==> src/design/aac_pkg.sv <==
// Package for the ADC average-and-calibrate block: widths, item types,
// register indexes and the pipeline control struct. No dependencies.
`default_nettype none

package aac_pkg;

    localparam int NUM_LANES         = 4;
    localparam int HIST_DEPTH        = 4;
    localparam int SLOT_W            = 2;
    localparam int SAMPLE_W          = 16;
    localparam int SUM_W             = 18;
    localparam int MEAN_W            = 12;
    localparam int SCALED_W          = 32;
    localparam int CAL_W             = 41;
    localparam int OFFSET_W          = 20;
    localparam int GAIN_W            = 16;
    localparam int SHIFT_W           = 5;
    localparam int GAIN_LSB          = 20;
    localparam int SHIFT_LSB         = 36;
    localparam int DIFF_W            = 21;
    localparam int PROD_W            = DIFF_W + GAIN_W;
    localparam int MEAN_AVG_SHIFT    = 6;
    localparam int MEAN_DIRECT_SHIFT = 4;
    localparam int CFG_IDX_W         = 3;

    localparam logic [CAL_W-1:0] CAL_RESET = CAL_W'(64'h10_0000);

    // Configuration register indexes.
    localparam logic [CFG_IDX_W-1:0] CFG_AVERAGE_ENABLE = 3'd0;
    localparam logic [CFG_IDX_W-1:0] CFG_CAL_CHANNEL_0  = 3'd1;
    localparam logic [CFG_IDX_W-1:0] CFG_CAL_CHANNEL_1  = 3'd2;
    localparam logic [CFG_IDX_W-1:0] CFG_CAL_CHANNEL_2  = 3'd3;
    localparam logic [CFG_IDX_W-1:0] CFG_CAL_CHANNEL_3  = 3'd4;

    typedef struct packed {
        logic [SAMPLE_W-1:0] sample_0;
        logic [SAMPLE_W-1:0] sample_1;
        logic [SAMPLE_W-1:0] sample_2;
        logic [SAMPLE_W-1:0] sample_3;
    } t_in_item;

    typedef struct packed {
        logic [MEAN_W-1:0]          mean_0;
        logic [MEAN_W-1:0]          mean_1;
        logic [MEAN_W-1:0]          mean_2;
        logic [MEAN_W-1:0]          mean_3;
        logic signed [SCALED_W-1:0] scaled_0;
        logic signed [SCALED_W-1:0] scaled_1;
        logic signed [SCALED_W-1:0] scaled_2;
        logic signed [SCALED_W-1:0] scaled_3;
    } t_out_item;

    // Load enables for the three pipeline register ranks.
    typedef struct packed {
        logic ld_sum;
        logic ld_prod;
        logic ld_out;
    } t_pipe_ctl;

endpackage

`default_nettype wire

==> src/design/aac_pipe_ctrl.sv <==
// Valid tracking and load enables for the three-rank pipeline with
// per-rank ready. Depends on aac_pkg.
`default_nettype none

module aac_pipe_ctrl
    import aac_pkg::*;
(
    input  wire logic i_clk,
    input  wire logic i_rst_n,
    input  wire logic i_in_valid,
    input  wire logic i_out_ready,
    output logic      o_in_ready,
    output logic      o_out_valid,
    output t_pipe_ctl o_ctl
);

    logic r_v_sum;
    logic r_v_prod;
    logic r_v_out;
    logic rdy_out;
    logic rdy_prod;
    logic rdy_sum;

    // A rank can take new contents when it is empty or its contents move on.
    assign rdy_out  = !r_v_out || i_out_ready;
    assign rdy_prod = !r_v_prod || rdy_out;
    assign rdy_sum  = !r_v_sum || rdy_prod;

    assign o_ctl.ld_sum  = rdy_sum && i_in_valid;
    assign o_ctl.ld_prod = rdy_prod && r_v_sum;
    assign o_ctl.ld_out  = rdy_out && r_v_prod;

    always_ff @(posedge i_clk) begin
        if (!i_rst_n) begin
            r_v_sum  <= 1'b0;
            r_v_prod <= 1'b0;
            r_v_out  <= 1'b0;
        end else begin
            if (rdy_sum) begin
                r_v_sum <= i_in_valid;
            end
            if (rdy_prod) begin
                r_v_prod <= r_v_sum;
            end
            if (rdy_out) begin
                r_v_out <= r_v_prod;
            end
        end
    end

    assign o_in_ready  = rdy_sum;
    assign o_out_valid = r_v_out;

endmodule

`default_nettype wire

==> config.mk <==
export PLATFORM = sky130hd
export DESIGN_NAME = aac_pipe_ctrl
export DESIGN_NICKNAME = d
export VERILOG_FILES = /design/src/design/aac_pkg.sv /design/src/design/aac_pipe_ctrl.sv
export SDC_FILE = /design/constraint.sdc
export NUM_CORES = 1
export LEC_CHECK = 0
export BUFFER_PORTS_ARGS = -buffer_cell sky130_fd_sc_hd__buf_4
export CORE_AREA = 3 3 40 42
export CTS_BUF_LIST = sky130_fd_sc_hd__clkbuf_4
export DETAILED_ROUTE_END_ITERATION = 6
export DIE_AREA = 0 0 43 45
export GPL_TIMING_DRIVEN = 1
export PLACE_DENSITY = 0.38
export SYNTH_ARGS = -nofsm -noshare
export SYNTH_HDL_FRONTEND = slang
export SYNTH_SLANG_ARGS = --single-unit
==> constraint.sdc <==
create_clock -name i_clk -period 0.83 [get_ports i_clk]
set_input_delay 0.2075 -clock i_clk [delete_from_list [all_inputs] [get_ports i_clk]]
set_output_delay 0.2075 -clock i_clk [all_outputs]
set_load 0.02 [all_outputs]
==> impl_metrics.env <==
export IMPL_diodes=0
export IMPL_multiInputGateArea_um2=108
export IMPL_critical_path_cell_chain="and3b_2 -> a21oi_4 -> buf_6"
export IMPL_fin_util_pct=25.8
export IMPL_drive_above_1_share_pct=86.2
export IMPL_layout_nets=34
export IMPL_power_total_mw=0.532
export IMPL_avgViaCountPerCell=3.36
export IMPL_period_share_pct=150
export IMPL_cts_sinks=3
export IMPL_synth_top_family_by_area="simple AND/OR/NAND/NOR gates"
export IMPL_synth_warnings=0
export IMPL_cts_tree="done"
export IMPL_p_per_area_nw_per_um2=1600
export IMPL_worst_slack_ps=-414
export IMPL_critical_path_slowest_cell="dfxtp_2"
export IMPL_grt_pass1_wl_um=903
export IMPL_core_region_area_um2=1280
export IMPL_layout_min_cycle_time_ps=1240
export IMPL_post_cts_buffers=0
export IMPL_clk_transition_reported_paths_ps=40
export IMPL_holdCritPathClass="primary input to flip-flop"
export IMPL_ys_seq_area_share_pct=43.6
export IMPL_postSynthAreaPerCell_um2=10.6
export IMPL_ios=9
export IMPL_grt_max_degree=5
export IMPL_ys_ff_latch=3
export IMPL_end_kind="primary output"
export IMPL_cts_buffers_inserted=3
export IMPL_ant_nets=0
export IMPL_fillers=134
export IMPL_cp_num_buf_inv=1
export IMPL_syn_instance_count=13
export IMPL_htree_levels=1
export IMPL_via_count=148
export IMPL_clockBufferDepth=2
export IMPL_hold_viol=0
export IMPL_clk_latency_ps=230
export IMPL_grt_pass1_vias=204
export IMPL_grt_ovfl_total=0
export IMPL_drt_pass1_iterations=2
export IMPL_regArea_um2=62.6
export IMPL_synth_simple_gate_area_share_pct=30.9
export IMPL_synthMuxAreaShare_pct=0
export IMPL_areaGrowthSynthToFinish_pct=141
export IMPL_num_rows=13
export IMPL_tightestPinTransition_ps=152
export IMPL_remaining_drc_errors=0
export IMPL_syn_nets=17
export IMPL_drv_cap=0
export IMPL_clock_skew_ps=0.837
export IMPL_drt_iter0_markers=2
export IMPL_root_buffer="clkbuf_4"
export IMPL_required_ps=620
export IMPL_fin_hold_ws_ps=205
export IMPL_dieWidth_um=43
export IMPL_crit_fanout=3
export IMPL_timing_fmax_mhz=804
export IMPL_io_buffers=8
export IMPL_netlist_area_um2=138
export IMPL_status="finished with violations"
export IMPL_die_y_um=45
export IMPL_p_leak_nw=0.176
export IMPL_slew_headroom_pct=89.8
export IMPL_path_class="flip-flop to primary output"
export IMPL_routed_wl_um=443
export IMPL_dp_cells=40
export IMPL_rsz0062_at_grt="true"
export IMPL_synth_compound_area_share_pct=22.7
export IMPL_setup_viol=7
export IMPL_violations="negative setup slack"
export IMPL_synthAdderAreaFrac_pct=0
export IMPL_synth_distinct_cells=8
export IMPL_track_usage_pct=6.98
export IMPL_finalMaxSlewViolations=0
export IMPL_vdd_ir_drop_max_mv=0.639
export IMPL_cp_data_arrival_time_ps=1040
export IMPL_crit_family="flip-flops"
export IMPL_synth_xor_area_share_pct=0
export IMPL_antenna_found_initial=0
export IMPL_postPlaceCellArea_um2=270
export IMPL_start_util_pct=10.7
export IMPL_die_area_um2=1940
export IMPL_gp_congestion=0.756
export IMPL_slowest_delay_ps=310
export IMPL_finalInstanceArea_um2=332
export IMPL_start_kind="flip-flop"
export IMPL_wl_per_cell_um=10.1
export IMPL_instances_no_fill=44
synthesized netlist by cell type:
| cell type | count | area share (%) |
|---|---|---|
| o21a_1 | 2 | 11 |
| dfxtp_1 | 3 | 44 |
| a21oi_1 | 1 | 3.6 |
| nor2b_1 | 3 | 14 |
| nand4b_2 | 1 | 11 |
| inv_1 | 1 | 2.7 |
| and3b_1 | 1 | 6.4 |
| a21boi_2 | 1 | 8.2 |
kinds of logic after synthesis:
| kind of cell | Yosys count |
|---|---|
| compound gates | 4 |
| buf+inv | 1 |
| flops | 3 |
| simple gates | 5 |
worst register-to-register path, delay by kind of cell (launching register included):
family | cells | cell delay, ps
buffers and inverters | 2 | 280
AOI/OAI and AO/OA | 1 | 110
and+or+nand+nor | 1 | 110
DFF | 1 | 320
sequential cells by signal, summed over array words and instances, names as in the netlist:
| register | cells |
|---|---|
| o_out_valid | 1 |
| r_v_prod | 1 |
| r_v_sum | 1 |
path summary, 6_finish.rpt:
check             cells past startpoint                     start  slack, ps               endpoint
setup reg to reg                      4  o_out_valid$_SDFFE_PN0P_        -50   r_v_sum$_SDFFE_PN0P_
hold reg to reg                       1      r_v_sum$_SDFFE_PN0P_        560  r_v_prod$_SDFFE_PN0P_
setup / recovery                      3  o_out_valid$_SDFFE_PN0P_       -410               o_ctl[2]
hold / removal                        2                   i_rst_n        210  r_v_prod$_SDFFE_PN0P_
routing by layer:
layer / vias up / track usage [%] / wire (um)
met4: 0 / 3.61 / 0
met2: 9 / 10.2 / 187
met5: - / 0 / 0
li1: 76 / - / -
met3: 0 / 6.37 / 68
met1: 63 / 6.71 / 187
cells in the final DEF, fill, tap and decap left out:
cell      n
clkbuf_4  4
buf_4     7
nand4b_4  1
inv_1     1
nor2b_2   2
dfxtp_1   1
o21a_1    2
buf_6     5
nor2b_4   1
and3b_2   1
dfxtp_2   2
a21boi_2  1
a21oi_4   1
power by group:
group / switching [mW] / internal, mW / total, mW
Clock: 0.0756 / 0.213 / 0.288
Sequential: 0.00763 / 0.153 / 0.160
Combinational: 0.0341 / 0.0490 / 0.0831
repair_timing:
| action | in CTS | in global routing |
|---|---|---|
| endpoints found under the setup margin | 7 | 7 |
| pin swaps | 1 | 1 |
| hold endpoints to repair | 0 | 0 |
| hold buffers | 0 | 0 |
| gates resized for setup | 8 | 0 |
stage by stage:
step                      setup slack [ps]  TNS, ps
final                                 -414    -1690
after floorplan                       -163     -491
after global placement                -211     -683
after global routing                  -475    -2030
after detailed placement              -223     -772
after CTS                             -422    -1760
layout make-up:
cell class | instances | area share (%)
inverter | 1 | 1.13
timing repair buffer | 12 | 32.8
multi-input combinational | 9 | 32.5
clock buffer | 4 | 9.06
sequential | 3 | 18.9
tap | 15 | 5.66
No activity file was read; power rests on OpenSTA's default activity.
