## src/design/aac_pkg.sv

```systemverilog
// Package for the ADC average-and-calibrate block: widths, item types,
// register indexes and the pipeline control struct. No dependencies.
`default_nettype none

package aac_pkg;

    localparam int NUM_LANES         = 4;
    localparam int HIST_DEPTH        = 4;
    localparam int SLOT_W            = 2;
    localparam int SAMPLE_W          = 16;
    localparam int SUM_W             = 18;
    localparam int MEAN_W            = 12;
    localparam int SCALED_W          = 32;
    localparam int CAL_W             = 41;
    localparam int OFFSET_W          = 20;
    localparam int GAIN_W            = 16;
    localparam int SHIFT_W           = 5;
    localparam int GAIN_LSB          = 20;
    localparam int SHIFT_LSB         = 36;
    localparam int DIFF_W            = 21;
    localparam int PROD_W            = DIFF_W + GAIN_W;
    localparam int MEAN_AVG_SHIFT    = 6;
    localparam int MEAN_DIRECT_SHIFT = 4;
    localparam int CFG_IDX_W         = 3;

    localparam logic [CAL_W-1:0] CAL_RESET = CAL_W'(64'h10_0000);

    // Configuration register indexes.
    localparam logic [CFG_IDX_W-1:0] CFG_AVERAGE_ENABLE = 3'd0;
    localparam logic [CFG_IDX_W-1:0] CFG_CAL_CHANNEL_0  = 3'd1;
    localparam logic [CFG_IDX_W-1:0] CFG_CAL_CHANNEL_1  = 3'd2;
    localparam logic [CFG_IDX_W-1:0] CFG_CAL_CHANNEL_2  = 3'd3;
    localparam logic [CFG_IDX_W-1:0] CFG_CAL_CHANNEL_3  = 3'd4;

    typedef struct packed {
        logic [SAMPLE_W-1:0] sample_0;
        logic [SAMPLE_W-1:0] sample_1;
        logic [SAMPLE_W-1:0] sample_2;
        logic [SAMPLE_W-1:0] sample_3;
    } t_in_item;

    typedef struct packed {
        logic [MEAN_W-1:0]          mean_0;
        logic [MEAN_W-1:0]          mean_1;
        logic [MEAN_W-1:0]          mean_2;
        logic [MEAN_W-1:0]          mean_3;
        logic signed [SCALED_W-1:0] scaled_0;
        logic signed [SCALED_W-1:0] scaled_1;
        logic signed [SCALED_W-1:0] scaled_2;
        logic signed [SCALED_W-1:0] scaled_3;
    } t_out_item;

    // Load enables for the three pipeline register ranks.
    typedef struct packed {
        logic ld_sum;
        logic ld_prod;
        logic ld_out;
    } t_pipe_ctl;

endpackage

`default_nettype wire

```

## src/design/aac_lane.sv

```systemverilog
// One channel lane: four-deep history, window sum, offset/gain multiply
// and arithmetic shift. Depends on aac_pkg.
`default_nettype none

module aac_lane
    import aac_pkg::*;
(
    input  wire logic                  i_clk,
    input  wire logic                  i_rst_n,
    input  wire t_pipe_ctl             i_ctl,
    input  wire logic                  i_avg_en,
    input  wire logic [SLOT_W-1:0]     i_slot,
    input  wire logic [CAL_W-1:0]      i_cal,
    input  wire logic [SAMPLE_W-1:0]   i_sample,
    output logic [MEAN_W-1:0]          o_mean,
    output logic signed [SCALED_W-1:0] o_scaled
);

    logic [SAMPLE_W-1:0] r_hist [HIST_DEPTH];
    logic [SUM_W-1:0]    n_value;
    logic [MEAN_W-1:0]   n_mean;
    logic [SUM_W-1:0]    r_value;
    logic [MEAN_W-1:0]   r_mean1;
    logic [SCALED_W-1:0] r_prod;
    logic [MEAN_W-1:0]   r_mean2;

    logic signed [DIFF_W-1:0]   diff;
    logic signed [GAIN_W-1:0]   gain;
    logic signed [PROD_W-1:0]   prod;
    logic [SHIFT_W-1:0]         shamt;

    // The incoming sample replaces the row at the write slot, so the window
    // sum takes the new sample in that place and the stored rows elsewhere.
    always_comb begin
        logic [SUM_W-1:0] acc;
        acc = '0;
        for (int j = 0; j < HIST_DEPTH; j++) begin
            if (i_slot == SLOT_W'(j)) begin
                acc = acc + SUM_W'(i_sample);
            end else begin
                acc = acc + SUM_W'(r_hist[j]);
            end
        end
        if (i_avg_en) begin
            n_value = acc;
            n_mean  = acc[MEAN_AVG_SHIFT +: MEAN_W];
        end else begin
            n_value = SUM_W'(i_sample);
            n_mean  = i_sample[MEAN_DIRECT_SHIFT +: MEAN_W];
        end
    end

    always_ff @(posedge i_clk) begin
        if (!i_rst_n) begin
            for (int j = 0; j < HIST_DEPTH; j++) begin
                r_hist[j] <= '0;
            end
        end else if (i_ctl.ld_sum && i_avg_en) begin
            r_hist[i_slot] <= i_sample;
        end
    end

    assign diff  = $signed({{(DIFF_W-SUM_W){1'b0}}, r_value})
                 - $signed({i_cal[OFFSET_W-1], i_cal[OFFSET_W-1:0]});
    assign gain  = $signed(i_cal[GAIN_LSB +: GAIN_W]);
    assign prod  = PROD_W'(diff) * PROD_W'(gain);
    assign shamt = i_cal[SHIFT_LSB +: SHIFT_W];

    always_ff @(posedge i_clk) begin
        if (i_ctl.ld_sum) begin
            r_value <= n_value;
            r_mean1 <= n_mean;
        end
        if (i_ctl.ld_prod) begin
            r_prod  <= prod[SCALED_W-1:0];
            r_mean2 <= r_mean1;
        end
    end

    assign o_mean   = r_mean2;
    assign o_scaled = $signed(r_prod) >>> shamt;

endmodule

`default_nettype wire

```

## config.mk

```make
export PLATFORM = sky130hd
export DESIGN_NAME = aac_lane
export DESIGN_NICKNAME = d
export VERILOG_FILES = /design/src/design/aac_pkg.sv /design/src/design/aac_lane.sv
export SDC_FILE = /design/constraint.sdc
export NUM_CORES = 1
export LEC_CHECK = 0
export ABC_AREA = 1
export BUFFER_PORTS_ARGS = -buffer_cell sky130_fd_sc_hd__buf_4
export CAP_MARGIN = 10
export CORE_ASPECT_RATIO = 0.5
export CORE_MARGIN = 2
export CORE_UTILIZATION = 38
export CTS_CLUSTER_DIAMETER = 30
export DETAILED_ROUTE_END_ITERATION = 8
export HOLD_SLACK_MARGIN = 0.1
export PLACE_DENSITY = 0.6
export SLEW_MARGIN = 20
export SYNTH_ARGS = -nofsm -noshare
export SYNTH_HDL_FRONTEND = slang
export SYNTH_SLANG_ARGS = --single-unit
```

## constraint.sdc

```tcl
create_clock -name i_clk -period 10.5 [get_ports i_clk]
set_input_delay 0.525 -clock i_clk [delete_from_list [all_inputs] [get_ports i_clk]]
set_output_delay 0.525 -clock i_clk [all_outputs]
set_load 0.02 [all_outputs]
```

==> reports/qor.yml, run 1 <==
setup_path:
  crit_type: "reg -> reg"
  crit_arrival_ns: 8.28
  r2r_slack_ns: 2.37
  r2r_start: "r_value[2]"
  reg2regPathDepth: 32
  cp-start-kind: "flip-flop"
  end_kind: "flip-flop"
  critPathMaxStageDelay_ns: 0.85
  crit_slowest_cell: "xor2_1"
  cp_common_cell: "nand2_1"
  r2r_end: "r_prod[31]"
  required_ns: 10.65
  critPathMaxFanout: 9
synth:
  synth-xor-area-share_pct: 3.357
  synthArstFlopShare_pct: 0
  synth-compound-area-share_pct: 9.727
  synth.distinct_cells: 56
  ys_warn_count: 0
  synth.area.mux_share_pct: 0.5119
  synth-edff-count: 138
  ys.flop_type: "edfxtp_1"
  synth_area_sq_um: 21510
  synth_area_per_cell_sq_um: 7.847
  mappedNetlistNets: 3251
  synth_adder_area_share_pct: 36.11
  synth_top_family_by_area: "adder cells"
  yosysSeqAreaShare_pct: 19.27
  synth_simple_gate_area_share_pct: 19.40
  ys_ff_latch: 138
  synthCells: 2741
clocking:
  cts_hold_buf: 0
  clockBufferDepth: 2
  cts_sinks: 138
  h-tree-depth: 4
  post-cts-setup-buffers: 0
  cts_tree: "yes"
  worstSkewPairLatency_ns: 0.46
  cts_buffers: 17
  root_buffer: "clkbuf_16"
  path_clk_slew_ns: 0.07
  cts_resized: 0
detailed_routing:
  dr.pass1.iters: 6
  drt_iter0_drc: 984
  ant_nets: 0
  wl_per_cell_um: 15.49
  routed_via_density: 4.854
  route.detailed.drc: 0
  wl_um: 55240
  vias: 17310
placed_design:
  port_buffers: 107
  pre_cts_ws_ns: 2.288
  hpwlAfterDp_um: 45060
  globalplace.congestion: 0.8985
hold_path:
  min_path_cells: 3
  min-delay-start: "i_sample[15]"
  min_to: "r_value[15]"
  hold_path_class: "in -> reg"
cells_and_area:
  layout_common_cells: "nand2_1 (595), inv_1 (549), fa_1 (293)"
  drive_above_1_share_pct: 7.400
  final_common_cell: "nand2_1"
  fin_nets: 3308
  area_delta_synth_final_pct: 9.965
  n_fill_cell: 5718
  antennaDiodeCount: 0
  final_util_pct: 42.45
floorplan:
  initial_core_util_pct: 38.60
  die_w_um: 340.5
  ios: 109
  rows: 61
  core_sq_um: 55720
  die_h_um: 172.2
  die_area_sq_um: 58630
timing:
  tightest_slew_ns: 1.101
  tns_ns: 0
  fin_skew_ns: 0.01610
  hold_violations: 0
  fmax_mhz: 123.0
  period_share_pct: 77.40
  final_max_slew_viol_count: 0
  fin_crit_ns: 8.127
  rsz0062_at_grt: "false"
  timing.final.ws_setup_ns: 2.373
  setup_viol: 0
  slew_headroom_pct: 26.38
global_route:
  grt_first_pass_wirelength_um: 90210
  grt_overflow: 0
  grt_max_degree: 48
  track_usage_pct: 19.49
  grt_pass1_vias: 17710
  antenna_found_initial: 0
status:
  status: "complete, no violations"
flow_run:
  cap_violations: 0
-- sequential cells by signal, summed over array words and instances, names as in the netlist --
name	flops
r_value	18
o_mean	12
r_hist	64
r_mean1	12
r_prod	32
-- kinds of logic after synthesis --
logic type | after synthesis
AOI/OAI and AO/OA | 387
xor gates and xnor gates | 79
adders and majority gates | 445
buffers and inverters | 662
DFF | 138
muxes | 11
and+or+nand+nor | 1019
-- worst max-delay path: cells and delay by family (launching register included) --
family	cells	cell delay, ns
buf+inv	7	0.63
compound gates	4	0.78
xor+xnor	1	0.85
simple gates	12	1.57
flops	1	0.39
fa+ha+maj	8	3.59
-- cells in the mapped netlist (13+ instances only) --
cell type,count,area (sq um)
o21ai_0,204,1021
nand2_2,14,87.58
nand4_1,13,81.33
inv_1,549,2061
clkinv_1,19,71.32
nor3_1,20,100.1
nand2_1,595,2233
fa_1,293,5866
clkbuf_1,74,277.8
nor2_1,273,1025
nand3_1,77,385.4
xnor2_1,31,271.5
a21oi_1,123,615.6
xor2_1,45,394.1
ha_1,152,1902
edfxtp_1,138,4144
-- per-layer routing --
layer	vias up	track usage, %	wire length [um]
met5	-	0	0
met3	66	4.354	3201
met2	390	33.97	25870
met4	0	4.501	985
met1	8250	24.78	25180
li1	8607	-	-
-- cell type report --
cell class / instances / area (sq um) / share of cell area (%)
Tap cell: 756 / 945.9 / 3.999
Sequential cell: 138 / 4144 / 17.52
Clock buffer: 18 / 429.2 / 1.815
Timing Repair Buffer: 121 / 908.4 / 3.841
Inverter: 579 / 2173 / 9.189
Multi-Input combinational cell: 1941 / 14860 / 62.85
Clock inverter: 14 / 186.4 / 0.7882
-- per-stage QoR --
stage,std cells,hold WS [ns],cell area [sq um]
4_1_cts,3567,0.3753,23650
5_1_grt,3567,0.4004,23650
3_3_place_gp,3535,0.4058,23040
3_5_place_dp,3535,0.4093,23040
2_1_floorplan,2741,0.4003,21510
6_report,3567,0.3981,23650
-- worst max path at each step --
stage | startpoint | to | slack, ns | cells past startpoint
floorplan | i_cal[0] | r_prod[29] | 3.56 | 33
global placement | i_cal[3] | r_prod[31] | 2.27 | 34
detailed placement | i_cal[3] | r_prod[31] | 2.29 | 34
CTS | r_value[2] | r_prod[31] | 2.53 | 32
global route | r_value[2] | r_prod[31] | 1.85 | 30
finish | r_value[2] | r_prod[31] | 2.37 | 32
Power of run 1 is left out: the tool's default activity adds up to more than one toggle a clock period on the data nets, which glitch-free logic cannot reach.
==> run 2, diff against run 1 <==
Clock period 10.5 ns to 7.55 ns, I/O delays scaled along.
==> run 2 against run 1 <==
Fmax up 14%. Sequential share of layout area down 0.27 points. Worst hold slack worse by 0.15 ns. Largest cell class unchanged.
==> reports/qor.yml, run 2 (synthesis gave the netlist of run 1 again) <==
timing:
  fmax_mhz: 139.8  # +14%
  period_share_pct: 94.77  # +17 points
  slew_headroom_pct: 37.53  # +11 points
  final_max_slew_viol_count: 0  # unchanged
  timing.final.ws_setup_ns: 0.3951  # -1.978 ns
  fin_crit_ns: 7.155  # -0.9720 ns
  tightest_slew_ns: 0.9348  # -0.1657 ns
  fin_skew_ns: 0.01506  # -0.001036 ns
  hold_violations: 0  # unchanged
  setup_viol: 0  # unchanged
cells_and_area:
  n_fill_cell: 5645  # -1.3%
  fin_nets: 3342  # +1.0%
  area_delta_synth_final_pct: 11.69
  drive_above_1_share_pct: 9.350  # +2.0 points
  final_common_cell: "nand2_1"
  layout_common_cells: "nand2_1 (592), inv_1 (546), fa_1 (292)"
  largest_reg_flops: 64  # unchanged
  reg.largest.list: "r_hist x64, r_prod x32, r_value x18"
  top_register: "r_hist"
  antennaDiodeCount: 0  # unchanged
global_route:
  grt_first_pass_wirelength_um: 90530  # +0.36%
  grt_max_degree: 45  # -6.3%
  grt_overflow: 0  # unchanged
  grt_pass1_vias: 17580  # -0.73%
  antenna_found_initial: 0  # unchanged
  track_usage_pct: 19.50  # about the same
setup_path:
  r2r_end: "r_prod[26]"
  cp_common_cell: "fa_1"
  reg2regPathDepth: 31  # -3.1%
  crit_arrival_ns: 7.36  # -0.92 ns
  critPathMaxFanout: 10  # +1
  cp-start-kind: "flip-flop"
  required_ns: 7.76  # -2.89 ns
  critPathMaxStageDelay_ns: 0.52  # -0.33 ns
  r2r_slack_ns: 0.40  # -1.98 ns
  r2r_start: "r_value[0]"
  crit_type: "reg -> reg"
  crit_slowest_cell: "fa_1"
  end_kind: "flip-flop"
floorplan:
  core_sq_um: 55720  # unchanged
  ios: 109  # unchanged
  die_h_um: 172.2  # unchanged
  rows: 61  # unchanged
  die_w_um: 340.5  # unchanged
  initial_core_util_pct: 38.60  # unchanged
  die_area_sq_um: 58630  # unchanged
detailed_routing:
  wl_um: 55410  # +0.31%
  vias: 17670  # +2.1%
  wl_per_cell_um: 15.39  # -0.64%
  routed_via_density: 4.907  # +1.1%
  dr.pass1.iters: 5  # -1
  route.detailed.drc: 0  # unchanged
  ant_nets: 0  # unchanged
  drt_iter0_drc: 1205  # +22%
hold_path:
  hold_path_class: "in -> reg"
  min-delay-start: "i_sample[15]"
  min_to: "r_value[15]"
  min_path_cells: 3  # unchanged
clocking:
  path_clk_slew_ns: 0.07  # about the same
  clockBufferDepth: 2  # unchanged
  worstSkewPairLatency_ns: 0.46  # about the same
  cts_tree: "yes"
  root_buffer: "clkbuf_16"
  cts_buffers: 17  # unchanged
  cts_hold_buf: 0  # unchanged
  h-tree-depth: 4  # unchanged
  cts_sinks: 138  # unchanged
placed_design:
  hpwlAfterDp_um: 46060  # +2.2%
  globalplace.congestion: 0.9105  # +1.3%
  port_buffers: 107  # unchanged
  pre_cts_ws_ns: -0.005791  # -2.294 ns
flow_run:
  cap_violations: 0  # unchanged
status:
  status: "complete, no violations"
run 2: cell types whose count changed in the layout (fill, tap and decap cells not counted), moves of 3 or more:
| cell | previous run | this run |
|---|---|---|
| buf_4 | 121 | 152 |
| ha_1 | 152 | 147 |
| ha_4 | 0 | 5 |
| nor2_1 | 273 | 268 |
| nor2_2 | 1 | 6 |
| a21oi_1 | 123 | 119 |
| a21oi_2 | 2 | 6 |
| clkinvlp_4 | 1 | 5 |
| buf_6 | 0 | 3 |
| inv_1 | 549 | 546 |
| nand2_1 | 595 | 592 |
run 2: worst max-delay path by stage:
stage                          start    endpoint  slack, ns  depth (start not counted)
after floorplan             i_cal[0]  r_prod[29]       0.76                         33
after global placement      i_cal[0]  r_prod[30]       0.14                         31
after detailed placement    i_cal[0]  r_prod[30]     -0.006                         31
after CTS                 r_value[0]  r_prod[30]        0.1                         31
after global routing      r_value[0]  r_prod[29]      -0.04                         35
final                     r_value[0]  r_prod[26]       0.40                         31
run 2: per-stage QoR:
stage	cells	setup TNS, ns	utilization, %	instance area (sq um)	hold WS [ns]
4_1_cts	3598	0	42.78	23830	0.2268
3_5_place_dp	3566	-0.005791	41.76	23270	0.4054
2_1_floorplan	2741	0	-	21510	0.4003
5_1_grt	3601	-0.08083	43.12	24020	0.2537
3_3_place_gp	3566	0	41.76	23270	0.4044
6_report	3601	0	43.12	24020	0.2476
run 2: area by class of cell:
class | count | area, sq um | area share, %
clock buffers | 18 | 429.2 | 1.786
clock inverters | 14 | 136.4 | 0.5677
flip-flops and latches | 138 | 4144 | 17.25
inverters | 579 | 2190 | 9.115
well taps | 756 | 945.9 | 3.938
multi-input cells | 1941 | 15000 | 62.45
repair buffers | 155 | 1175 | 4.891
run 2: per-layer routing:
layer / vias to the layer above / share of wire [%] / track usage [%]
li1: 8671 / - / -
met1: 8494 / 45 / 25.74
met5: - / 0 / 0
met2: 452 / 47 / 33.41
met3: 52 / 6.6 / 3.870
met4: 0 / 1.3 / 4.022
run 2: what timing repair did:
action | CTS | global route
gates resized for setup | 0 | 34
endpoints found under the setup margin | 0 | 7
setup buffers | 0 | 3
run 2: worst max-delay path: cells and delay by family, from the launching register on:
kind	cells	cell delay (ns)
AO/OA/AOI/OAI	4	0.81
XOR/XNOR	2	0.30
adder cells (fa/ha/maj)	9	3.90
buffers and inverters	9	0.87
flip-flops	1	0.33
AND/OR/NAND/NOR	7	0.67
Power of run 2 is left out for the same reason.
